[src/sv/pcle_pkg.sv]
package pcle_pkg;

  // request codes carried in s_tuser
  typedef enum logic [2:0] {
    FN_INS_FIRST = 3'd0,
    FN_INS_END   = 3'd1,
    FN_INS_NTH   = 3'd2,
    FN_DEL_FIRST = 3'd3,
    FN_DEL_END   = 3'd4,
    FN_DEL_NTH   = 3'd5,
    FN_DUMP      = 3'd6
  } func_t;

  typedef enum logic [1:0] {
    STAT_OK      = 2'd0,
    STAT_BAD_POS = 2'd1,
    STAT_EMPTY   = 2'd2,
    STAT_FULL    = 2'd3
  } status_t;

  // operation broadcast along the cell chain
  typedef enum logic [1:0] {
    OP_HOLD   = 2'd0,
    OP_INSERT = 2'd1,
    OP_DELETE = 2'd2,
    OP_ROTATE = 2'd3
  } cell_op_t;

  typedef enum logic [0:0] {
    S_IDLE = 1'b0,
    S_DUMP = 1'b1
  } state_t;

  localparam int FUNC_BITS   = 3;
  localparam int VALUE_BITS  = 32;
  localparam int POS_BITS    = 7;
  localparam int STATUS_BITS = 2;
  localparam int ITEM_BITS   = 32;
  localparam int COUNT_BITS  = 7;

endpackage

[src/sv/pcle_cell.sv]
module pcle_cell import pcle_pkg::*; #(
  parameter int INDEX     = 0,
  parameter int IDX_BITS  = 7,
  parameter int WORD_BITS = 32
) (
  input  logic                 clk,
  input  cell_op_t             op,
  input  logic [IDX_BITS-1:0]  k,
  input  logic [IDX_BITS-1:0]  last_idx,
  input  logic [WORD_BITS-1:0] new_word,
  input  logic [WORD_BITS-1:0] left,
  input  logic [WORD_BITS-1:0] right,
  input  logic [WORD_BITS-1:0] head,
  output logic [WORD_BITS-1:0] word
);

  localparam logic [IDX_BITS-1:0] IDX = IDX_BITS'(INDEX);

  logic [WORD_BITS-1:0] word_next;

  always_comb begin
    word_next = word;
    case (op)
      OP_INSERT: begin
        if (IDX == k) begin
          word_next = new_word;
        end else if (IDX > k) begin
          word_next = left;
        end
      end
      OP_DELETE: begin
        if (IDX >= k) begin
          word_next = right;
        end
      end
      OP_ROTATE: begin
        // last occupied cell wraps around to the head
        if (IDX == last_idx) begin
          word_next = head;
        end else begin
          word_next = right;
        end
      end
      default: word_next = word;
    endcase
  end

  always_ff @(posedge clk) begin
    word <= word_next;
  end

endmodule

[config.mk]
export PLATFORM = sky130hd
export DESIGN_NAME = pcle_cell
export DESIGN_NICKNAME = d
export VERILOG_FILES = /design/src/sv/pcle_pkg.sv /design/src/sv/pcle_cell.sv
export SDC_FILE = /design/constraint.sdc
export NUM_CORES = 1
export LEC_CHECK = 0
export ABC_AREA = 1
export BUFFER_PORTS_ARGS = -buffer_cell sky130_fd_sc_hd__buf_2
export CAP_MARGIN = 30
export CORE_UTILIZATION = 49
export CTS_BUF_LIST = sky130_fd_sc_hd__clkbuf_2
export DETAILED_ROUTE_END_ITERATION = 7
export PLACE_DENSITY_LB_ADDON = 0.2
export SLEW_MARGIN = 20
export SYNTH_ARGS = -nofsm -noshare
export SYNTH_HDL_FRONTEND = slang
export SYNTH_SLANG_ARGS = --single-unit
[constraint.sdc]
create_clock -name clk -period 4.66 [get_ports clk]
set_input_delay 0.466 -clock clk [delete_from_list [all_inputs] [get_ports clk]]
set_output_delay 0.466 -clock clk [all_outputs]
set_load 0.01 [all_outputs]
==> results of run 1 <==
-- cells in the mapped netlist, types with 5 or more instances --
| cell | n | area (sq um) |
|---|---|---|
| sky130_fd_sc_hd__nand2_1 | 154 | 578 |
| sky130_fd_sc_hd__inv_1 | 116 | 435 |
| sky130_fd_sc_hd__nand3_1 | 75 | 375 |
| sky130_fd_sc_hd__edfxtp_1 | 32 | 961 |
| sky130_fd_sc_hd__nand2_2 | 22 | 138 |
| sky130_fd_sc_hd__nand3_2 | 12 | 120 |
| sky130_fd_sc_hd__o21ai_0 | 10 | 50.1 |
| sky130_fd_sc_hd__buf_2 | 6 | 30.0 |
| sky130_fd_sc_hd__buf_4 | 6 | 45.0 |
| sky130_fd_sc_hd__nor2_1 | 6 | 22.5 |
| sky130_fd_sc_hd__buf_6 | 5 | 56.3 |
-- metal layers --
metal	track usage [%]	vias to the layer above	wire (um)
met5	0	-	0
met4	8.73	0	149
li1	-	1684	-
met1	29.3	1459	3110
met2	48.7	155	4210
met3	5.37	14	628
-- cell type report --
class                           instances  area, sq um  area share, %
Clock buffer                            5         25.0          0.654
Multi-Input combinational cell        283         1340           34.9
Tap cell                               72         90.1           2.35
Clock inverter                          3         18.8          0.490
Sequential cell                        32          961           25.1
Inverter                              118          460           12.0
Timing Repair Buffer                  180          938           24.5
-- tightest hold or removal path: stages --
cell and delay, ns:
sky130_fd_sc_hd__buf_2 0.08, sky130_fd_sc_hd__nand2_1 0.05, sky130_fd_sc_hd__nand3_1 0.07
-- kinds of logic (layout without fill, tap and decap cells) --
| kind of cell | after synthesis | in the layout | synth area share, % |
|---|---|---|---|
| AOI/OAI and AO/OA | 10 | 10 | 1.70 |
| buffers and inverters | 140 | 306 | 21.9 |
| and+or+nand+nor | 273 | 273 | 43.7 |
| DFF | 32 | 32 | 32.7 |
-- where the power goes --
group	switching (mW)	leakage, nW	total [mW]	internal, mW
combinational	0.110	1.97	0.207	0.0970
sequential	0.00673	0.294	0.352	0.346
clock	0.100	0.0226	0.135	0.0348
total	0.217	2.29	0.695	0.478
-- worst paths after layout --
path | startpoint | endpoint
worst max-delay path | k[5] | word[29]$_DFFE_PP_
worst min-delay path | right[2] | word[2]$_DFFE_PP_
==> load_flow_metrics.sql, run 1 <==
INSERT INTO impl_metrics (metric_group, metric, value, unit) VALUES
('clocking', 'clock_tree.buffer_depth', '2', ''),
('clocking', 'cts_post_setup_buffers_inserted', '0', ''),
('yosys', 'ys_types', '19', ''),
('critical_path', 'worst_path_most_repeated_cell', 'sky130_fd_sc_hd__nand2_1', ''),
('critical_path', 'timing.critical_path.from_type', 'primary input', ''),
('clocking', 'clock_buffers_created_by_tritoncts', '5', ''),
('floorplanning', 'die_width', '79.4', 'um'),
('clocking', 'tritoncts', 'built', ''),
('global_route', 'globalRoute.totalOverflow', '0', ''),
('global_route', 'number_of_global_route_vias_before_repair', '2932', ''),
('route', 'postRouteAntennaNets', '0', ''),
('critical_path', 'timing.critical_path.max_delay_family', 'simple AND/OR/NAND/NOR gates', ''),
('min_path', 'whs_path_depth', '3', ''),
('place', 'dp.cells', '685', ''),
('place', 'portbufs', '176', ''),
('clocking', 'postCtsResizedCells', '0', ''),
('timing', 'setup_tns', '0', 'ns'),
('yosys', 'synth_seq_area_share', '32.7', '%'),
('finish', 'area_growth', '30.4', '%'),
('clocking', 'clk_pin_slew', '0.19', 'ns'),
('timing', 'final_min_period_over_clock_period', '51.7', '%'),
('place', 'placed_cell_area', '3780', 'sq um'),
('critical_path', 'cp_data_required_time', '4.73', 'ns'),
('place', 'dpl_worst_slack', '1.86', 'ns'),
('floorplanning', 'io_pins', '177', ''),
('clocking', 'numClockSinks', '32', ''),
('yosys', 'synthesis.area', '2940', 'sq um'),
('timing', 'fmax', '415', 'MHz'),
('floorplanning', 'core', '5640', 'sq um'),
('finish', 'largest_register_ff_count', '32', ''),
('timing', 'timing.final.max_slew_violations', '0', ''),
('finish', 'final_core_utilization', '67.9', '%'),
('yosys', 'number_of_enable_flip_flop_cells_after_synthesis', '32', ''),
('place', 'gpl.final_weighted_congestion', '0.809', ''),
('yosys', 'synth_cells', '455', ''),
('yosys', 'mappedNetlistNets', '600', ''),
('place', 'hpwl', '6090', 'um'),
('timing', 'worst_slack', '2.25', 'ns'),
('yosys', 'synthesis.yosys.warnings', '0', ''),
('global_route', 'grt_pass1_wl', '12700', 'um'),
('critical_path', 'slowest_stage', 'sky130_fd_sc_hd__nor2_4', ''),
('clocking', 'cts-htree-levels', '2', ''),
('route', 'initialDrtViolationCount', '161', ''),
('finish', 'layout.nets', '765', ''),
('route', 'drc_errors', '0', ''),
('yosys', 'ys_ff_latch', '32', ''),
('finish', 'layout_top_registers', 'word (32)', ''),
('clocking', 'cts_hold_buffers', '0', ''),
('global_route', 'globalRouteTotalUtil', '26.1', '%'),
('route', 'routed_wirelength', '8110', 'um'),
('outcome', 'result_of_the_run', 'complete, no violations', ''),
('critical_path', 'critical_path.max_stage_delay', '0.65', 'ns'),
('global_route', 'grt_max_degree', '34', ''),
('power_and_ir_drop', 'worst_ir_drop_vdd', '0.0922', 'mV'),
('timing', 'timing.max_slew.rel_slack', '47.4', '%'),
('timing', 'grt_setup_unrepaired', 'no', ''),
('route', 'dr_total_vias', '3312', ''),
('finish', 'most-common-layout-cells', '176 x sky130_fd_sc_hd__buf_2, 154 x sky130_fd_sc_hd__nand2_1, 115 x sky130_fd_sc_hd__inv_1', ''),
('critical_path', 'crit_buf_inv', '2', ''),
('timing', 'finalSetupViolations', '0', ''),
('power_and_ir_drop', 'power_total', '0.695', 'mW'),
('floorplanning', 'die_area', '6310', 'sq um'),
('floorplanning', 'start_util', '52.1', '%'),
('timing', 'final.hold.worst_slack', '0.369', 'ns'),
('min_path', 'hp-class', 'in2reg', ''),
('yosys', 'synthesis.area_per_instance', '6.45', 'sq um'),
('job', 'max_cap_viol_count', '0', ''),
('finish', 'drive_gt1_share', '36.9', '%'),
('finish', 'num_antenna_cells', '0', ''),
('timing', 'period_needed', '2.41', 'ns'),
('finish', 'top_register', 'word', '');
Power figures use the tool's default switching activity.
==> run 2: changes to the inputs <==
--- a/config.mk
+++ b/config.mk
@@ -8,7 +8,7 @@
 export ABC_AREA = 1
 export BUFFER_PORTS_ARGS = -buffer_cell sky130_fd_sc_hd__buf_2
 export CAP_MARGIN = 30
-export CORE_UTILIZATION = 49
+export CORE_UTILIZATION = 45
 export CTS_BUF_LIST = sky130_fd_sc_hd__clkbuf_2
 export DETAILED_ROUTE_END_ITERATION = 7
 export PLACE_DENSITY_LB_ADDON = 0.2
==> constraint.sdc (replaced) <==
create_clock -name clk -period 2.51 [get_ports clk]
set_input_delay 0.251 -clock clk [delete_from_list [all_inputs] [get_ports clk]]
set_output_delay 0.251 -clock clk [all_outputs]
set_load 0.01 [all_outputs]
==> run 2 against run 1 <==
Net effect:
- critical path depth increased by 1
- cell count up 0.87%
- utilization down 7.3 points
- via count about the same
- critical endpoint is now word[27]$_DFFE_PP_
- combinational power grew 86%
- largest power group unchanged
- highest routed layer unchanged
- routed wire length rose by 1.1%
- count of clock-buffer cells in the layout unchanged
==> load_flow_metrics.sql, run 2 (synthesized netlist as in run 1, its figures left out) <==
INSERT INTO impl_metrics (metric_group, metric, value, unit) VALUES
('clocking', 'cts_post_setup_buffers_inserted', '0', ''),
('clocking', 'clock_tree.buffer_depth', '2', ''),
('critical_path', 'worst-endpoint-arrival', '1.66', 'ns'),
('place', 'portbufs', '176', ''),
('power_and_ir_drop', 'power.density', '329', 'nW/um^2'),
('place', 'hpwl', '6270', 'um'),
('timing', 'final_min_period_over_clock_period', '61.4', '%'),
('finish', 'top_register', 'word', ''),
('finish', 'layout.cells.non_filler', '699', ''),
('timing', 'setup_tns', '0', 'ns'),
('timing', 'fmax', '649', 'MHz'),
('timing', 'number_of_failing_hold_endpoints_at_the_final_stage', '0', ''),
('timing', 'finalSetupViolations', '0', ''),
('floorplanning', 'die_area', '6850', 'sq um'),
('critical_path', 'critPathMaxFanout', '19', ''),
('clocking', 'cts_hold_buffers', '0', ''),
('job', 'max_cap_viol_count', '0', ''),
('critical_path', 'setup.worst_path.end_class', 'flip-flop', ''),
('finish', 'largest_register_ff_count', '32', ''),
('critical_path', 'timing.critical_path.from_type', 'primary input', ''),
('power_and_ir_drop', 'worst_ir_drop_vdd', '0.166', 'mV'),
('global_route', 'grt_pass1_wl', '12800', 'um'),
('finish', 'area_growth', '30.2', '%'),
('clocking', 'postCtsResizedCells', '0', ''),
('floorplanning', 'std_cell_rows', '29', ''),
('route', 'routed_wirelength', '8190', 'um'),
('finish', 'finish.instance_area', '3820', 'sq um'),
('clocking', 'cts-root-buf', 'sky130_fd_sc_hd__clkbuf_2', ''),
('power_and_ir_drop', 'leakage', '2.30', 'nW'),
('timing', 'final.hold.worst_slack', '0.188', 'ns'),
('finish', 'drive_gt1_share', '37.0', '%'),
('floorplanning', 'io_pins', '177', ''),
('global_route', 'globalRoute.totalOverflow', '0', ''),
('floorplanning', 'start_util', '46.5', '%'),
('route', 'initialDrtViolationCount', '117', ''),
('finish', 'most-common-layout-cells', '176 x sky130_fd_sc_hd__buf_2, 154 x sky130_fd_sc_hd__nand2_1, 116 x sky130_fd_sc_hd__inv_1', ''),
('clocking', 'clk_pin_slew', '0.16', 'ns'),
('place', 'gpl.final_weighted_congestion', '0.796', ''),
('route', 'postRouteAntennaNets', '0', ''),
('floorplanning', 'die_width', '82.8', 'um'),
('finish', 'num_antenna_cells', '0', ''),
('route', 'dr_total_vias', '3311', ''),
('finish', 'most_common_library_cell_in_the_layout_ignoring_fill_and_taps', 'sky130_fd_sc_hd__buf_2', ''),
('timing', 'grt_setup_unrepaired', 'no', ''),
('clocking', 'cts-htree-levels', '2', ''),
('global_route', 'grt_max_degree', '33', ''),
('timing', 'timing.final.max_slew_violations', '0', ''),
('timing', 'timing.max_slew.rel_slack', '46.4', '%'),
('finish', 'layout.nets', '769', ''),
('finish', 'layout_top_registers', 'word (32)', ''),
('clocking', 'numClockSinks', '32', ''),
('place', 'placed_cell_area', '3800', 'sq um'),
('critical_path', 'cp_data_required_time', '2.63', 'ns'),
('clocking', 'tritoncts', 'built', ''),
('global_route', 'initial_antenna_violation_count', '0', ''),
('route', 'wl_per_cell', '11.7', 'um'),
('clocking', 'clock_buffers_created_by_tritoncts', '5', ''),
('route', 'vias_per_cell', '4.74', ''),
('timing', 'tightestPinTransition', '0.803', 'ns'),
('timing', 'period_needed', '1.54', 'ns'),
('global_route', 'number_of_global_route_vias_before_repair', '2948', ''),
('global_route', 'globalRouteTotalUtil', '24.4', '%'),
('min_path', 'hp-class', 'in2reg', ''),
('finish', 'final_core_utilization', '60.5', '%'),
('floorplanning', 'core', '6310', 'sq um'),
('floorplanning', 'die_h', '82.8', 'um'),
('critical_path', 'path_class', 'in2reg', ''),
('route', 'drc_errors', '0', ''),
('outcome', 'result_of_the_run', 'complete, no violations', ''),
('place', 'dp.cells', '694', ''),
('route', 'detailedRoute.firstPassIterationCount', '4', '');
==> run 2: routing by layer <==
metal | vias up | routed length, um | global-route usage (%)
met2 | 139 | 4150 | 45.7
met1 | 1475 | 3390 | 28.4
met4 | 0 | 77 | 5.86
met5 | - | 0 | 0
li1 | 1691 | - | -
met3 | 6 | 576 | 4.59
==> run 2: report_power, final <==
group,internal (mW),leakage (nW),switching [mW]
Sequential,0.642,0.294,0.0115
Combinational,0.180,1.98,0.206
Clock,0.0534,0.0208,0.165
Total,0.875,2.30,0.382
==> run 2: layout make-up <==
| class | count | area [sq um] |
|---|---|---|
| fill | 631 | 2490 |
| multi-input combinational | 283 | 1340 |
| sequential | 32 | 961 |
| timing repair buffer | 184 | 945 |
| inverter | 118 | 460 |
| tap | 77 | 96.3 |
| clock buffer | 5 | 25.0 |
==> run 2: through the flow <==
step                      total power, mW  setup WS [ns]
final                                1.26          0.969
after global routing                 1.34          0.857
after CTS                            1.27          0.999
after detailed placement             1.05          0.587
after global placement               1.04          0.648
after floorplan                     0.861          0.593
==> run 2: path summary, 6_finish.rpt <==
check / start / to / slack (ns) / depth (start not counted)
setup / recovery: last_idx[1] / word[27]$_DFFE_PP_ / 0.97 / 8
hold / removal: right[26] / word[26]$_DFFE_PP_ / 0.19 / 3
==> run 2: critical path, cell delays in order <==
cell and delay (ns):
sky130_fd_sc_hd__buf_2 0.10, sky130_fd_sc_hd__nor2_1 0.12, sky130_fd_sc_hd__nand2_2 0.20, sky130_fd_sc_hd__nor2_4 0.43, sky130_fd_sc_hd__buf_4 0.30, sky130_fd_sc_hd__nand2_1 0.09, sky130_fd_sc_hd__nand3_2 0.08, sky130_fd_sc_hd__nand3_2 0.06
